## config.mk

```make
export PLATFORM = sky130hd
export DESIGN_NAME = ste_ctrl
export DESIGN_NICKNAME = d
export VERILOG_FILES = /design/src/hw/rtl/ste_pkg.sv /design/src/hw/rtl/ste_ctrl.sv
export SDC_FILE = /design/constraint.sdc
export NUM_CORES = 1
export LEC_CHECK = 0
export BUFFER_PORTS_ARGS = -buffer_cell sky130_fd_sc_hd__buf_2
export CAP_MARGIN = 20
export CORE_AREA = 4 4 44 46
export CTS_CLUSTER_SIZE = 20
export DETAILED_ROUTE_END_ITERATION = 10
export DIE_AREA = 0 0 48 50
export PLACE_DENSITY = 0.78
export REMOVE_ABC_BUFFERS = 1
export SYNTH_ARGS = -nofsm -noshare
export SYNTH_HDL_FRONTEND = slang
export SYNTH_SLANG_ARGS = --single-unit
```

## constraint.sdc

```tcl
create_clock -name clk -period 1.71 [get_ports clk]
set_clock_uncertainty 0.05 [all_clocks]
set_input_delay 0.342 -clock clk [delete_from_list [all_inputs] [get_ports clk]]
set_output_delay 0.342 -clock clk [all_outputs]
set_load 0.005 [all_outputs]
```

## src/hw/rtl/ste_pkg.sv

```systemverilog
// shared types and constants for the sorted table engine
`timescale 1ns / 1ps
package ste_pkg;

  // item kinds
  localparam logic [2:0] KIND_ADD     = 3'd0;
  localparam logic [2:0] KIND_SEARCH  = 3'd1;
  localparam logic [2:0] KIND_GET     = 3'd2;
  localparam logic [2:0] KIND_RM_POS  = 3'd3;
  localparam logic [2:0] KIND_RM_VAL  = 3'd4;
  localparam logic [2:0] KIND_CLEAR   = 3'd5;

  // result status codes
  localparam logic [2:0] ST_OK        = 3'd0;
  localparam logic [2:0] ST_NOT_FOUND = 3'd1;
  localparam logic [2:0] ST_DUP       = 3'd2;
  localparam logic [2:0] ST_FULL      = 3'd3;
  localparam logic [2:0] ST_RANGE     = 3'd4;

  // search modes
  localparam logic [1:0] MODE_FIRST   = 2'd1;
  localparam logic [1:0] MODE_LAST    = 2'd2;

  // register indexes
  localparam logic REG_SEARCH_MODE = 1'b0;
  localparam logic REG_UNIQUE_ONLY = 1'b1;

  // fixed field widths
  localparam int KEY_BITS   = 32;
  localparam int POS_BITS   = 8;
  localparam int IDX_BITS   = 9;
  localparam int PADDR_BITS = 3;

  typedef enum logic [4:0] {
    S_IDLE,
    S_DISPATCH,
    S_PROBE_RD,
    S_PROBE_CMP,
    S_LOC_DONE,
    S_ADD_DECIDE,
    S_UP_CHECK,
    S_UP_WR,
    S_DN_CHECK,
    S_DN_WR,
    S_SCAN_CHECK,
    S_SCAN_CMP,
    S_GET_WAIT,
    S_OUT
  } ste_state_t;

  typedef enum logic [4:0] {
    CMD_NONE,
    CMD_LOAD,
    CMD_INIT_EMPTY,
    CMD_INIT_ADD,
    CMD_INIT_SEARCH,
    CMD_READ_MID,
    CMD_STEP,
    CMD_UP_INIT,
    CMD_READ_PTRM1,
    CMD_WRITE_UP,
    CMD_WRITE_KEY,
    CMD_SET_PTR_POS,
    CMD_READ_PTR,
    CMD_WRITE_DN,
    CMD_REMOVE_DONE,
    CMD_SCAN_INIT,
    CMD_SCAN_HIT,
    CMD_PTR_INC,
    CMD_CLEAR,
    CMD_READ_POS,
    CMD_RES_NOTFOUND,
    CMD_RES_RANGE,
    CMD_RES_BADKIND,
    CMD_RES_SEARCH,
    CMD_RES_DUP,
    CMD_RES_FULL,
    CMD_RES_GET
  } ste_cmd_t;

  // datapath status seen by the controller
  typedef struct packed {
    logic [2:0] kind;
    logic       count_zero;
    logic       pos_ok;
    logic       dup;
    logic       full;
    logic       step_done;
    logic       up_done;
    logic       ptr_end;
    logic       key_eq;
  } ste_stat_t;

endpackage

```

## src/hw/rtl/ste_ctrl.sv

```systemverilog
// sequencer for search, shift and scan steps of the table
`timescale 1ns / 1ps
module ste_ctrl (
  input  logic              clk,
  input  logic              rst,
  input  logic              in_valid,
  output logic              in_ready,
  output logic              out_valid,
  input  logic              out_ready,
  input  ste_pkg::ste_stat_t stat,
  output ste_pkg::ste_cmd_t  cmd
);
  import ste_pkg::*;

  ste_state_t state, state_next;

  // state register
  always_ff @(posedge clk) begin
    if (rst) begin
      state <= S_IDLE;
    end else begin
      state <= state_next;
    end
  end

  // next state
  always_comb begin
    state_next = state;
    case (state)
      S_IDLE: begin
        if (in_valid) state_next = S_DISPATCH;
      end
      S_DISPATCH: begin
        case (stat.kind)
          KIND_ADD: state_next = stat.count_zero ? S_ADD_DECIDE : S_PROBE_RD;
          KIND_SEARCH: state_next = stat.count_zero ? S_OUT : S_PROBE_RD;
          KIND_GET: state_next = stat.pos_ok ? S_GET_WAIT : S_OUT;
          KIND_RM_POS: state_next = stat.pos_ok ? S_DN_CHECK : S_OUT;
          KIND_RM_VAL: state_next = S_SCAN_CHECK;
          default: state_next = S_OUT;
        endcase
      end
      S_PROBE_RD: state_next = S_PROBE_CMP;
      S_PROBE_CMP: state_next = stat.step_done ? S_LOC_DONE : S_PROBE_RD;
      S_LOC_DONE: state_next = (stat.kind == KIND_ADD) ? S_ADD_DECIDE : S_OUT;
      S_ADD_DECIDE: state_next = (stat.dup || stat.full) ? S_OUT : S_UP_CHECK;
      S_UP_CHECK: state_next = stat.up_done ? S_OUT : S_UP_WR;
      S_UP_WR: state_next = S_UP_CHECK;
      S_DN_CHECK: state_next = stat.ptr_end ? S_OUT : S_DN_WR;
      S_DN_WR: state_next = S_DN_CHECK;
      S_SCAN_CHECK: state_next = stat.ptr_end ? S_OUT : S_SCAN_CMP;
      S_SCAN_CMP: state_next = stat.key_eq ? S_DN_CHECK : S_SCAN_CHECK;
      S_GET_WAIT: state_next = S_OUT;
      S_OUT: begin
        if (out_ready) state_next = S_IDLE;
      end
      default: state_next = S_IDLE;
    endcase
  end

  // commands and handshake
  always_comb begin
    cmd       = CMD_NONE;
    in_ready  = 1'b0;
    out_valid = 1'b0;
    case (state)
      S_IDLE: begin
        in_ready = 1'b1;
        if (in_valid) cmd = CMD_LOAD;
      end
      S_DISPATCH: begin
        case (stat.kind)
          KIND_ADD: cmd = stat.count_zero ? CMD_INIT_EMPTY : CMD_INIT_ADD;
          KIND_SEARCH: cmd = stat.count_zero ? CMD_RES_NOTFOUND : CMD_INIT_SEARCH;
          KIND_GET: cmd = stat.pos_ok ? CMD_READ_POS : CMD_RES_RANGE;
          KIND_RM_POS: cmd = stat.pos_ok ? CMD_SET_PTR_POS : CMD_RES_RANGE;
          KIND_RM_VAL: cmd = CMD_SCAN_INIT;
          KIND_CLEAR: cmd = CMD_CLEAR;
          default: cmd = CMD_RES_BADKIND;
        endcase
      end
      S_PROBE_RD: cmd = CMD_READ_MID;
      S_PROBE_CMP: cmd = CMD_STEP;
      S_LOC_DONE: begin
        if (stat.kind != KIND_ADD) cmd = CMD_RES_SEARCH;
      end
      S_ADD_DECIDE: begin
        if (stat.dup) cmd = CMD_RES_DUP;
        else if (stat.full) cmd = CMD_RES_FULL;
        else cmd = CMD_UP_INIT;
      end
      S_UP_CHECK: cmd = stat.up_done ? CMD_WRITE_KEY : CMD_READ_PTRM1;
      S_UP_WR: cmd = CMD_WRITE_UP;
      S_DN_CHECK: cmd = stat.ptr_end ? CMD_REMOVE_DONE : CMD_READ_PTR;
      S_DN_WR: cmd = CMD_WRITE_DN;
      S_SCAN_CHECK: cmd = stat.ptr_end ? CMD_RES_NOTFOUND : CMD_READ_PTR;
      S_SCAN_CMP: cmd = stat.key_eq ? CMD_SCAN_HIT : CMD_PTR_INC;
      S_GET_WAIT: cmd = CMD_RES_GET;
      S_OUT: out_valid = 1'b1;
      default: cmd = CMD_NONE;
    endcase
  end

  // a beat is taken only from idle, a result only leaves from the output state
  a_ready_idle: assert property (@(posedge clk) disable iff (rst)
    in_ready |-> !out_valid)
    else $error("ready and result valid at once");
  a_load_dispatch: assert property (@(posedge clk) disable iff (rst)
    (in_valid && in_ready) |=> (state == S_DISPATCH))
    else $error("accepted beat not dispatched");
  a_out_hold: assert property (@(posedge clk) disable iff (rst)
    (out_valid && !out_ready) |=> out_valid)
    else $error("result dropped while stalled");

endmodule

```

# Word level (Yosys, flattened, before mapping)
# Cells that the tools add are included.
[word_totals] register_bits=5 input_bits=15 output_inout_bits=7
[op_classes] n_eq_ne=20 muxes=31 n_reduce_logical=5
[op_table] operator="one-hot mux 5 bit (14 select lines)" count=1
[op_table] operator="one-hot mux 5 bit (13 select lines)" count=1
[op_table] operator="two-way mux 5 bit" count=8
[op_table] operator="== test 5 x 4 -> 1 bit, second input constant" count=6
[op_table] operator="one-hot mux 5 bit (6 select lines)" count=1
[op_table] operator="== test 5 x 3 -> 1 bit, second input constant" count=4
[op_table] operator="one-hot mux 4 bit (5 select lines)" count=1
[op_table] operator="two-way mux 3 bit" count=6
[op_table] operator="two-way mux 4 bit" count=4
[op_table] operator="== test 5 x 2 -> 1 bit, second input constant" count=2
[op_table] operator="== test 3 x 2 -> 1 bit, second input constant" count=2
[op_table] operator="== test 3 bit, second input constant" count=2
[op_table] operator="two-way mux 1 bit" count=6
[op_table] operator="two-way mux 2 bit" count=3
[op_table] operator="== test 5 x 1 -> 1 bit, second input constant" count=1
[op_table] operator="zero test 5 bit" count=1
[op_table] operator="!= test 2 bit, second input constant" count=2
[op_table] operator="== test 3 x 1 -> 1 bit, second input constant" count=1
[op_table] operator="zero test 3 bit" count=1
[op_table] operator="nonzero test 3 bit" count=1
[op_table] operator="AND reduction 2 bit" count=1
[op_table] operator="logical OR 1 bit" count=1

# Depth between registers and ports, before layout
# Gate-level depths: netlist of the first run.
[logic_depth] depth_word=3 ltp_mapped=6 depth_no_buf=4

# Worst setup path before layout of the first run
# OpenSTA, ideal clock, no wires.
[synth_path] path_kind="reg-to-output" from="register state[3]" to="output cmd[1]" arrival_time_ps=1239 path_slack_ps=79 stages_incl_launch_ff=6 n_path_buf=1 path_cell_list="dfxtp_1 buf_6 o41ai_2 a21oi_1 a311o_1 a21boi_1"
[synth_via] elab_chain_len=2
[synth_lines] element="start, declared" line_no="ste_ctrl.sv:15" rtl="ste_state_t state, state_next;"
[synth_lines] element="start signal, assigned" line_no="ste_ctrl.sv:22" rtl="state <= state_next;"
[synth_lines] element="== test 5 x 4 -> 1 bit (tied with other cells)" line_no="ste_ctrl.sv:66" rtl="case (state)"
[synth_lines] element="one-hot mux 5 bit (13 select lines) (*)" line_no="ste_ctrl.sv:66"
[synth_lines] element="end, declared" line_no="ste_ctrl.sv:11" rtl="output ste_pkg::ste_cmd_t cmd"
# Every way passes the cells marked *; elsewhere a longest branch is shown, timed or not.

# Final worst setup path of the first run
[layout_path] from="register state[3]" to="output cmd[4]"
# Same word-level chain as after synthesis.

==> results of run 1 <==
[per-layer routing]
layer	global-route usage, %	vias up	wire length (um)
met4	7.17	0	49
met5	0	-	0
li1	-	517	-
met2	37.0	51	1370
met1	31.0	520	1120
met3	4.00	6	217
[report_power, final]
group	switching, uW	leakage [uW]	internal [uW]
clock network	33.3	0.0000138	78.1
registers	83.1	0.0000356	149
logic	595	0.000449	609
[path summary, 6_finish.rpt]
| path | to | slack [ns] | cells past startpoint |
|---|---|---|---|
| min | state[3] | 0.31 | 2 |
| max | cmd[4] | -0.10 | 6 |
| max reg2reg | state[2] | 0.21 | 7 |
| min reg2reg | state[1] | 0.66 | 3 |
[layout by cell type (no fill, tap or decap), drive strengths merged, types with 2 or more instances in the layout]
master,Yosys,final
a211oi,2,2
a21o,2,2
a21oi,5,5
a221oi,2,2
a22oi,2,2
a311o,2,2
a31oi,5,5
a32oi,2,2
a41oi,2,2
and3,2,2
buf,12,50
clkbuf,0,3
dfxtp,4,4
inv,5,5
nand2,7,7
nand3,3,3
nor2,13,13
nor3,5,5
nor4b,4,4
o211ai,3,3
o21ai,6,6
o22ai,2,2
o31ai,2,2
o41ai,2,2
[stage by stage]
stage,TNS [ns],cells,worst slack (ns)
2_1_floorplan,-0.124,97,-0.0939
3_3_place_gp,-0.184,161,-0.107
3_5_place_dp,-0.254,161,-0.116
4_1_cts,-0.420,165,-0.154
5_1_grt,-0.678,166,-0.189
6_report,-0.283,166,-0.103
[final cells by class]
| cell class | count | share of cell area, % |
|---|---|---|
| clock buffers | 3 | 1.94 |
| inverters | 5 | 1.83 |
| multi-input cells | 88 | 54.6 |
| flip-flops and latches | 4 | 8.18 |
| well taps | 16 | 1.72 |
| repair buffers | 50 | 31.8 |
[cell families (layout without fill, tap and decap cells)]
logic type             after synthesis  after routing  share of synthesized area [%]
AOI/OAI and AO/OA                   45             45                           44.5
and+or+nand+nor                     42             42                           31.3
DFF                                  4              4                           10.8
buffers and inverters               17             58                           12.1
muxes                                1              1                           1.34
[repair_timing]
item                                    4_1_cts  5_1_grt
hold buffers                                  0        0
setup buffers                                 1        1
gates resized for setup                      16       19
endpoints found under the setup margin        5        5
pin swaps                                     5        4
==> summary.txt, run 1 <==
Status
  – Status: finished, violations left
  – Failing checks: setup timing

Global route
  – Initial antenna violation count: 0
  – Number of global-route vias before repair: 954
  – First-pass GRT wire length: 4240 um
  – Total congestion overflow: 0
  – All-layer global routing usage: 23.4%
  – Largest net degree at the start of global routing: 16

Yosys
  – Most used DFF post-synth: dfxtp_1
  – Synth area leader: dfxtp_1
  – Async S/R FF share, synth: 0%
  – Synth Register Bits: 4
  – Yosys warns: 0
  – Cell Area, Synth: 744 um^2
  – Top-count cell post-synth: nor2_1
  – Seq/Total Area, Yosys: 10.8%
  – Number of synthesized flops with an enable pin: 0
  – Top post-synthesis cells by area: dfxtp_1, buf_2, nor2_1
  – Yosys top cell area share: 10.8%
  – Synthesized instance count: between 100 and 150
  – Post-synth cell types: 45
  – Most frequent cells after synthesis: nor2_1, buf_2, nand2_1
  – Syn Area/Cell: 6.83 um^2

Clock network
  – Max Root-Sink Buffers: 2
  – Clock latency on the worst-skew pair: 0.23 ns
  – Root buffer cell: clkbuf_4
  – CTS tree: built
  – Clk pin slew, worst setup/hold paths: ~0.030 ns
  – H-tree depth: 1
  – TritonCTS buffer count: 3
  – Sink Count: 4

Detailed routing
  – Routed vias/inst: about 6.6
  – DRT iter0 DRCs: 43
  – Drt pass-1 iters: 4
  – Post-route DRC: 0
  – Post-DR wirelength/cell: between 15 and 20 um
  – Detailed-route via count: 1094
  – Final ANT Viol Nets: 0
  – Routed wire length: 2760 um

Timing
  – Worst slew pin tran: 0.353 ns
  – Fmax: between 0.5 and 0.6 GHz
  – Relative slew slack: 76.4%
  – Hold slack: about 0.31 ns
  – Period minus WS final: 1.81 ns
  – Tcrit/Tclk final: 106%
  – RSZ-0062 raised after global routing: true
  – Final Hold Viols: 0
  – Post-route setup slack: -0.103 ns
  – # setup viols final: 4
  – Pins Over Slew Limit: 0

Flow run
  – Max Cap Viol: 0

Floorplan
  – Core footprint: 1510 um^2
  – Die X-Extent: between 40 and 50 um
  – Initial Utilization: 49.4%
  – Die Footprint: between 2000 and 2500 um^2
  – FP Rows: 14
  – I/O Pins: 22
  – Die height: 50 um

Min path
  – Min-Delay Path Class: in2reg
  – Worst hold start: rst

Finish
  – Multi-input gate area: between 600 and 700 um^2
  – Max reg flops: 4
  – Layout cell share with drive strength beyond 1: 48.7%
  – # diodes: 0
  – Top flop regs: state x4
  – Reg area: 95.1 um^2
  – Largest Register: state
  – Post-layout util: 77.2%
  – Area grow syn2layout: 56.1%
  – Filler Cell Count: 115
  – Nets@finish: 167
  – Cell area after layout: 1160 um^2

Critical path
  – Bufs and invs on worst path: 2
  – Critical path peak fanout: 3
  – Setup CP Type: reg2out
  – Data required, critical path: roughly 1.3 ns
  – Crit-path slowest cell: dfxtp_4
  – CP peak stage delay: 0.35 ns
  – Reg-to-Reg Start: state[3]
  – Worst Setup Start Kind: flip-flop
  – Crit path arrival time: 1.42 ns
  – Top cell by count, worst path: nor4b_4
  – CP delay by family, top: simple AND/OR/NAND/NOR gates
  – CP endpoint kind: output port
  – Crit. Startpoint: state[3]
  – CP Cell Sequence: buf_6 > nor4b_4 > nor4b_4 > a31oi_2 > nand2_1 > buf_2

Power
  – PD cells: ~1300 nW/um^2
  – Tot Pwr: 1550 uW
  – Lkg Pwr: approximately 0.00050 uW
  – VDD IR max: 1.04 mV

Place
  – Placer Congestion: 0.972
  – Detail Placement HPWL: 2090 um
  – IO Port Bufs: 21
  – Area after DPL: slightly above 1000 um^2
No activity file was read; power rests on OpenSTA's default activity.
==> inputs of run 2 (changes only) <==
Settings changed: ABC_AREA set to 1, BUFFER_PORTS_ARGS -buffer_cell sky130_fd_sc_hd__buf_2 to not set, CELL_PAD_IN_SITES_DETAIL_PLACEMENT set to 0, CELL_PAD_IN_SITES_GLOBAL_PLACEMENT set to 1, CORE_AREA 4 4 44 46 to 4 4 47 49, DIE_AREA 0 0 48 50 to 0 0 51 53, DONT_BUFFER_PORTS set to 1, PLACE_DENSITY 0.78 to 0.75.
==> summary.txt, run 2 <==
Status
  – Status: finished clean (was finished, violations left)

Finish
  – Max reg flops: 4 (unchanged)
  – Post-layout util: 44.8% (was 77.2%)
  – Top flop regs: state x4 (unchanged)
  – Area grow syn2layout: 28.3% (was 56.1%)
  – Layout cell share with drive strength beyond 1: 27.9% (was 48.7%)
  – Filler Cell Count: 211 (was 115)
  – Nets@finish: 153 (was 167)
  – Commonest non-fill, non-tap cell in the layout: nand2_1 (was buf_4)
  – Most frequent cells in the layout: nand2_1, inv_1, nor2_1, nand3_1, a21oi_1 (was buf_4, buf_2, nor2_1, nand2_1, buf_6)
  – Largest Register: state (unchanged)
  – Cell area after layout: 835 um^2 (was 1160 um^2)
  – # diodes: 0 (unchanged)

Global route
  – Largest net degree at the start of global routing: 9 (was 16)
  – Total congestion overflow: 0 (unchanged)
  – Initial antenna violation count: 0 (unchanged)
  – Number of global-route vias before repair: 729 (was 954)
  – First-pass GRT wire length: 3110 um (was 4240 um)
  – All-layer global routing usage: 14.7% (was 23.4%)

Critical path
  – Crit path depth: 6 (unchanged)
  – Critical R2R Capture: state[0] (was state[2])
  – Crit. Startpoint: state[1] (was state[3])
  – Critical path peak fanout: 7 (was 3)
  – Setup CP Type: reg2out (unchanged)
  – CP delay by family, top: simple AND/OR/NAND/NOR gates (unchanged)
  – CP Capture Point: cmd[4] (unchanged)
  – Bufs and invs on worst path: 2 (unchanged)
  – CP endpoint kind: output port (unchanged)
  – Reg2reg setup slack: 0.31 ns (was 0.21 ns)
  – Data required, critical path: 1.32 ns (about the same)
  – CP Cell Sequence: inv_2 > nand2_4 > buf_12 > nor2_4 > nand2_1 > nand4_1 (was buf_6 > nor4b_4 > nor4b_4 > a31oi_2 > nand2_1 > buf_2)
  – Reg-to-Reg Start: state[1] (was state[3])
  – Worst Setup Start Kind: flip-flop (unchanged)
  – CP peak stage delay: 0.37 ns (was 0.35 ns)
  – R2R depth: 9 (was 7)
  – Crit path arrival time: 1.30 ns (was 1.42 ns)
  – Crit-path slowest cell: dfxtp_4 (unchanged)

Detailed routing
  – Post-DR wirelength/cell: 12.8 um (was 16.6 um)
  – Routed wire length: 2090 um (was 2760 um)
  – Post-route DRC: 0 (unchanged)
  – Routed vias/inst: 5.18 (was 6.59)
  – DRT iter0 DRCs: 21 (was 43)
  – Final ANT Viol Nets: 0 (unchanged)
  – Drt pass-1 iters: 4 (unchanged)
  – Detailed-route via count: 845 (was 1094)

Yosys
  – Yosys warns: 0 (unchanged)
  – Cell Area, Synth: 651 um^2 (was 744 um^2)
  – Syn Area/Cell: 5.04 um^2 (was 6.83 um^2)
  – Synthesized instance count: 129 (was 109)
  – Seq/Total Area, Yosys: 12.3% (was 10.8%)
  – Post-synth cell types: 21 (was 45)
  – Top-count cell post-synth: nand2_1 (was nor2_1)
  – Synth Register Bits: 4 (unchanged)
  – Yosys top cell area share: 22.5% (was 10.8%)
  – Synth area leader: nand2_1 (was dfxtp_1)
  – Most frequent cells after synthesis: nand2_1, inv_1, nor2_1, a21oi_1, nand3_1 (was nor2_1, buf_2, nand2_1)
  – Most used DFF post-synth: dfxtp_1 (unchanged)
  – Number of synthesized flops with an enable pin: 0 (unchanged)
  – Top post-synthesis cells by area: nand2_1, dfxtp_1, inv_1 (was dfxtp_1, buf_2, nor2_1)
  – Async S/R FF share, synth: 0% (unchanged)

Flow run
  – Max Cap Viol: 0 (unchanged)

Min path
  – Worst hold start: rst (unchanged)
  – Min-Delay Path Class: in2reg (unchanged)

Clock network
  – TritonCTS buffer count: 3 (unchanged)
  – Max Root-Sink Buffers: 2 (unchanged)
  – CTS tree: built (unchanged)
  – Root buffer cell: clkbuf_4 (unchanged)
  – Clk pin slew, worst setup/hold paths: 0.04 ns (was 0.03 ns)
  – Sink Count: 4 (unchanged)
  – H-tree depth: 1 (unchanged)
  – # hold bufs at CTS: 0 (unchanged)
  – Clock latency on the worst-skew pair: 0.23 ns (about the same)

Floorplan
  – FP Rows: 16 (was 14)
  – Die height: 53 um (was 50 um)
  – Core footprint: 1860 um^2 (was 1510 um^2)
  – Die Footprint: 2700 um^2 (was 2400 um^2)
  – Initial Utilization: 34.9% (was 49.4%)
  – I/O Pins: 22 (unchanged)
  – Die X-Extent: 51 um (was 48 um)

Timing
  – RSZ-0062 raised after global routing: true (unchanged)
  – Post-route setup slack: 0.0222 ns (was -0.103 ns)
  – Period minus WS final: 1.69 ns (was 1.81 ns)
  – Pins Over Slew Limit: 0 (unchanged)
  – Worst slew pin tran: 0.307 ns (was 0.353 ns)
  – Tcrit/Tclk final: 98.7% (was 106%)
  – # setup viols final: 0 (was 4)
  – Relative slew slack: 79.3% (was 76.4%)
  – Final Hold Viols: 0 (unchanged)
  – Fmax: 0.592 GHz (was 0.552 GHz)
  – Hold slack: 0.113 ns (was 0.309 ns)

Place
  – Area after DPL: 684 um^2 (was 1010 um^2)
  – Pre-CTS setup slack: 0.137 ns (was -0.116 ns)
  – IO Port Bufs: 0 (was 21)
  – Detail Placement HPWL: 1620 um (was 2090 um)
  – Placer Congestion: 0.952 (was 0.972)

Power
  – VDD IR max: 0.888 mV (was 1.04 mV)
  – PD cells: 1400 nW/um^2 (was 1330 nW/um^2)
  – Lkg Pwr: 0.000432 uW (was 0.000498 uW)
  – Tot Pwr: 1170 uW (was 1550 uW)
run 2: changes by cell type after synthesis, moves of 4 or more:
cell / change
a21oi_1: +4
inv_1: +16
nand3_1: +6
a31oi_1: -5
nor2_1: +5
nand2_1: +32
buf_2: -9
run 2: worst min path at each step:
stage | end | slack, ns | depth (start not counted)
finish | state[1] | 0.11 | 1
global route | state[1] | 0.11 | 1
CTS | state[1] | 0.11 | 1
detailed placement | state[1] | 0.36 | 1
global placement | state[1] | 0.37 | 1
floorplan | state[0] | 0.36 | 1
run 2: through the flow:
step	cells	setup TNS, ns
floorplan	129	0
detailed placement	156	0
global route	163	-0.176
global placement	156	0
finish	163	0
CTS	159	0
run 2: report_power, final:
part | leakage, uW | internal, uW | switching [uW]
logic | 0.000382 | 313 | 509
registers | 0.0000353 | 143 | 87.6
clock network | 0.0000138 | 78.5 | 38.2
run 2: kinds of logic (layout without fill, tap and decap cells):
group	after synthesis	count (layout)	synth area share, %
flops	4	4	12.3
simple gates	82	82	58.1
buf+inv	24	31	13.8
compound gates	19	19	15.8
run 2: layer usage:
layer / wire length [um] / part of all wire (%) / vias to the layer above / global-route usage [%]
met2: 999 / 48 / 34 / 23.4
met1: 877 / 42 / 380 / 19.5
met4: 34 / 1.6 / 0 / 3.14
met5: 0 / 0 / - / 0
li1: - / - / 429 / -
met3: 174 / 8.3 / 2 / 4.51
run 2: repair_timing:
item                       in CTS  in global routing
setup endpoints to repair       5                  5
buffers inserted                0                  4
pin swaps                       0                  7
resized for setup               8                 21
run 2: cell type report:
| class | instances | area, um^2 | area share (%) |
|---|---|---|---|
| Inverter | 24 | 95.1 | 11.4 |
| Clock buffer | 3 | 22.5 | 2.70 |
| Multi-Input combinational cell | 101 | 548 | 65.7 |
| Timing Repair Buffer | 4 | 42.5 | 5.10 |
| Sequential cell | 4 | 92.6 | 11.1 |
| Tap cell | 27 | 33.8 | 4.05 |
run 2: worst register-to-register path, cell delays in order, from the launching register on:
cell and delay (ns):
dfxtp_4 0.37, inv_2 0.08, nand2_4 0.07, buf_12 0.13, nor3_2 0.23, nand2_2 0.12, o21ai_1 0.09, inv_1 0.04
nand2_1 0.06, a21oi_1 0.06
==> inputs of run 3 (changes only) <==
Settings changed: CORE_AREA 4 4 47 49 to 4 4 46 48, CTS_BUF_LIST set to sky130_fd_sc_hd__clkbuf_8, DIE_AREA 0 0 51 53 to 0 0 50 52, PLACE_DENSITY 0.75 to 0.78.
==> summary.txt, run 3 (synthesized netlist as in run 2, its figures left out) <==
Status
  – Status: finished clean (unchanged)

Global route
  – First-pass GRT wire length: 3170 um (was 3110 um)
  – Number of global-route vias before repair: 788 (was 729)
  – Initial antenna violation count: 0 (unchanged)
  – Total congestion overflow: 0 (unchanged)
  – All-layer global routing usage: 15.7% (was 14.7%)
  – Largest net degree at the start of global routing: 9 (unchanged)

Floorplan
  – I/O Pins: 22 (unchanged)
  – Core footprint: 1710 um^2 (was 1860 um^2)
  – Initial Utilization: 38.1% (was 34.9%)
  – FP Rows: 15 (was 16)
  – Die height: 52 um (was 53 um)
  – Die X-Extent: 50 um (was 51 um)
  – Die Footprint: 2600 um^2 (was 2700 um^2)

Detailed routing
  – DRT iter0 DRCs: 28 (was 21)
  – Routed vias/inst: 5.31 (was 5.18)
  – Post-route DRC: 0 (unchanged)
  – Drt pass-1 iters: 4 (unchanged)
  – Post-DR wirelength/cell: 12.3 um (was 12.8 um)
  – Detailed-route via count: 855 (was 845)
  – Final ANT Viol Nets: 0 (unchanged)
  – Routed wire length: 1970 um (was 2090 um)

Timing
  – Fmax: 0.598 GHz (was 0.592 GHz)
  – Final Hold Viols: 0 (unchanged)
  – Relative slew slack: 79.5% (was 79.3%)
  – Hold slack: 0.139 ns (was 0.113 ns)
  – Pins Over Slew Limit: 0 (unchanged)
  – Final TNS setup: 0 ns (unchanged)
  – Period minus WS final: 1.67 ns (was 1.69 ns)
  – # setup viols final: 0 (unchanged)
  – Tcrit/Tclk final: 97.7% (was 98.7%)
  – RSZ-0062 raised after global routing: true (unchanged)
  – Worst slew pin tran: 0.308 ns (was 0.307 ns)

Place
  – Placed Cells incl. Taps: 154 (was 156)
  – Detail Placement HPWL: 1560 um (was 1620 um)
  – IO Port Bufs: 0 (unchanged)
  – Placer Congestion: 0.959 (was 0.952)

Clock network
  – Root buffer cell: clkbuf_8 (was clkbuf_4)
  – TritonCTS buffer count: 3 (unchanged)
  – CTS tree: built (unchanged)
  – Clk pin slew, worst setup/hold paths: 0.03 ns (was 0.04 ns)
  – Clock latency on the worst-skew pair: 0.22 ns (was 0.23 ns)
  – Sink Count: 4 (unchanged)
  – Max Root-Sink Buffers: 2 (unchanged)
  – H-tree depth: 1 (unchanged)

Critical path
  – Worst Setup Start Kind: flip-flop (unchanged)
  – Critical path peak fanout: 7 (unchanged)
  – Data required, critical path: 1.32 ns (about the same)
  – CP peak stage delay: 0.37 ns (about the same)
  – CP Cell Sequence: buf_6 > nand2_4 > buf_4 > nor2_4 > nand2_1 > nand4_1 (was inv_2 > nand2_4 > buf_12 > nor2_4 > nand2_1 > nand4_1)
  – Crit path arrival time: 1.28 ns (was 1.30 ns)
  – CP endpoint kind: output port (unchanged)
  – Crit-path slowest cell: dfxtp_4 (unchanged)
  – Setup CP Type: reg2out (unchanged)
  – Reg2reg setup slack: 0.30 ns (was 0.31 ns)

Finish
  – Commonest non-fill, non-tap cell in the layout: nand2_1 (unchanged)
  – Most frequent cells in the layout: nand2_1, inv_1, nor2_1, nand3_1, a21oi_1 (unchanged)
  – Area grow syn2layout: 27.1% (was 28.3%)
  – Nets@finish: 153 (unchanged)
  – Max reg flops: 4 (unchanged)
  – Filler Cell Count: 185 (was 211)
  – Post-layout util: 48.4% (was 44.8%)
  – Layout cell share with drive strength beyond 1: 25.7% (was 27.9%)
  – Largest Register: state (unchanged)
  – Non-filler cells in the finished layout: 161 (was 163)
  – # diodes: 0 (unchanged)
  – Top flop regs: state x4 (unchanged)

Power
  – Lkg Pwr: 0.000432 uW (about the same)
  – Tot Pwr: 1210 uW (was 1170 uW)
  – VDD IR max: 0.824 mV (was 0.888 mV)
  – PD cells: 1470 nW/um^2 (was 1400 nW/um^2)

Flow run
  – Max Cap Viol: 0 (unchanged)

Min path
  – Min-Delay Path Class: in2reg (unchanged)
## run 3: cell counts in the layout (fill, tap and decap cells not counted)
Identical to the previous run, type by type.
## run 3: report_power, final
part	switching, uW	internal (uW)	total [uW]
Sequential	85.9	143	229
Clock	47.2	150	197
Combinational	494	294	788
Total	627	587	1210
## run 3: repair_timing
action                                  CTS  global route
pin swaps                                 0             7
hold buffers                              0             0
endpoints found under the hold margin     0             0
gates resized for setup                   4            21
endpoints found under the setup margin    4             5
setup buffers                             0             4
## run 3: final cells by class
class	instances	area [um^2]	share of cell area (%)
inverters	24	95.1	11.5
flip-flops and latches	4	92.6	11.2
clock buffers	3	41.3	4.99
well taps	25	31.3	3.78
multi-input cells	101	533	64.4
repair buffers	4	33.8	4.08
## run 3: final timing paths
| path | startpoint | to | cells after the start |
|---|---|---|---|
| max | state[0] | cmd[4] | 6 |
| min | rst | state[1] | 1 |
| max reg2reg | state[0] | state[0] | 9 |
| min reg2reg | state[2] | state[0] | 4 |
## run 3: stage by stage
stage / instance area (um^2) / setup slack (ns)
floorplan: 651 / 0.332
global placement: 682 / 0.142
detailed placement: 682 / 0.138
CTS: 729 / 0.00249
global route: 827 / -0.0286
finish: 827 / 0.0389
## run 3: critical path: cells and delay by family, from the launching register on
family                 cells  cell delay [ns]
and+or+nand+nor            4             0.44
DFF                        1             0.37
buffers and inverters      2             0.25
## run 3: per-layer routing
layer / global-route usage [%] / vias to the layer above / share of wire (%)
met1: 19.3 / 377 / 42
li1: - / 427 / -
met5: 0 / - / 0
met2: 25.4 / 45 / 46
met4: 7.83 / 0 / 2.4
met3: 3.44 / 6 / 9.3
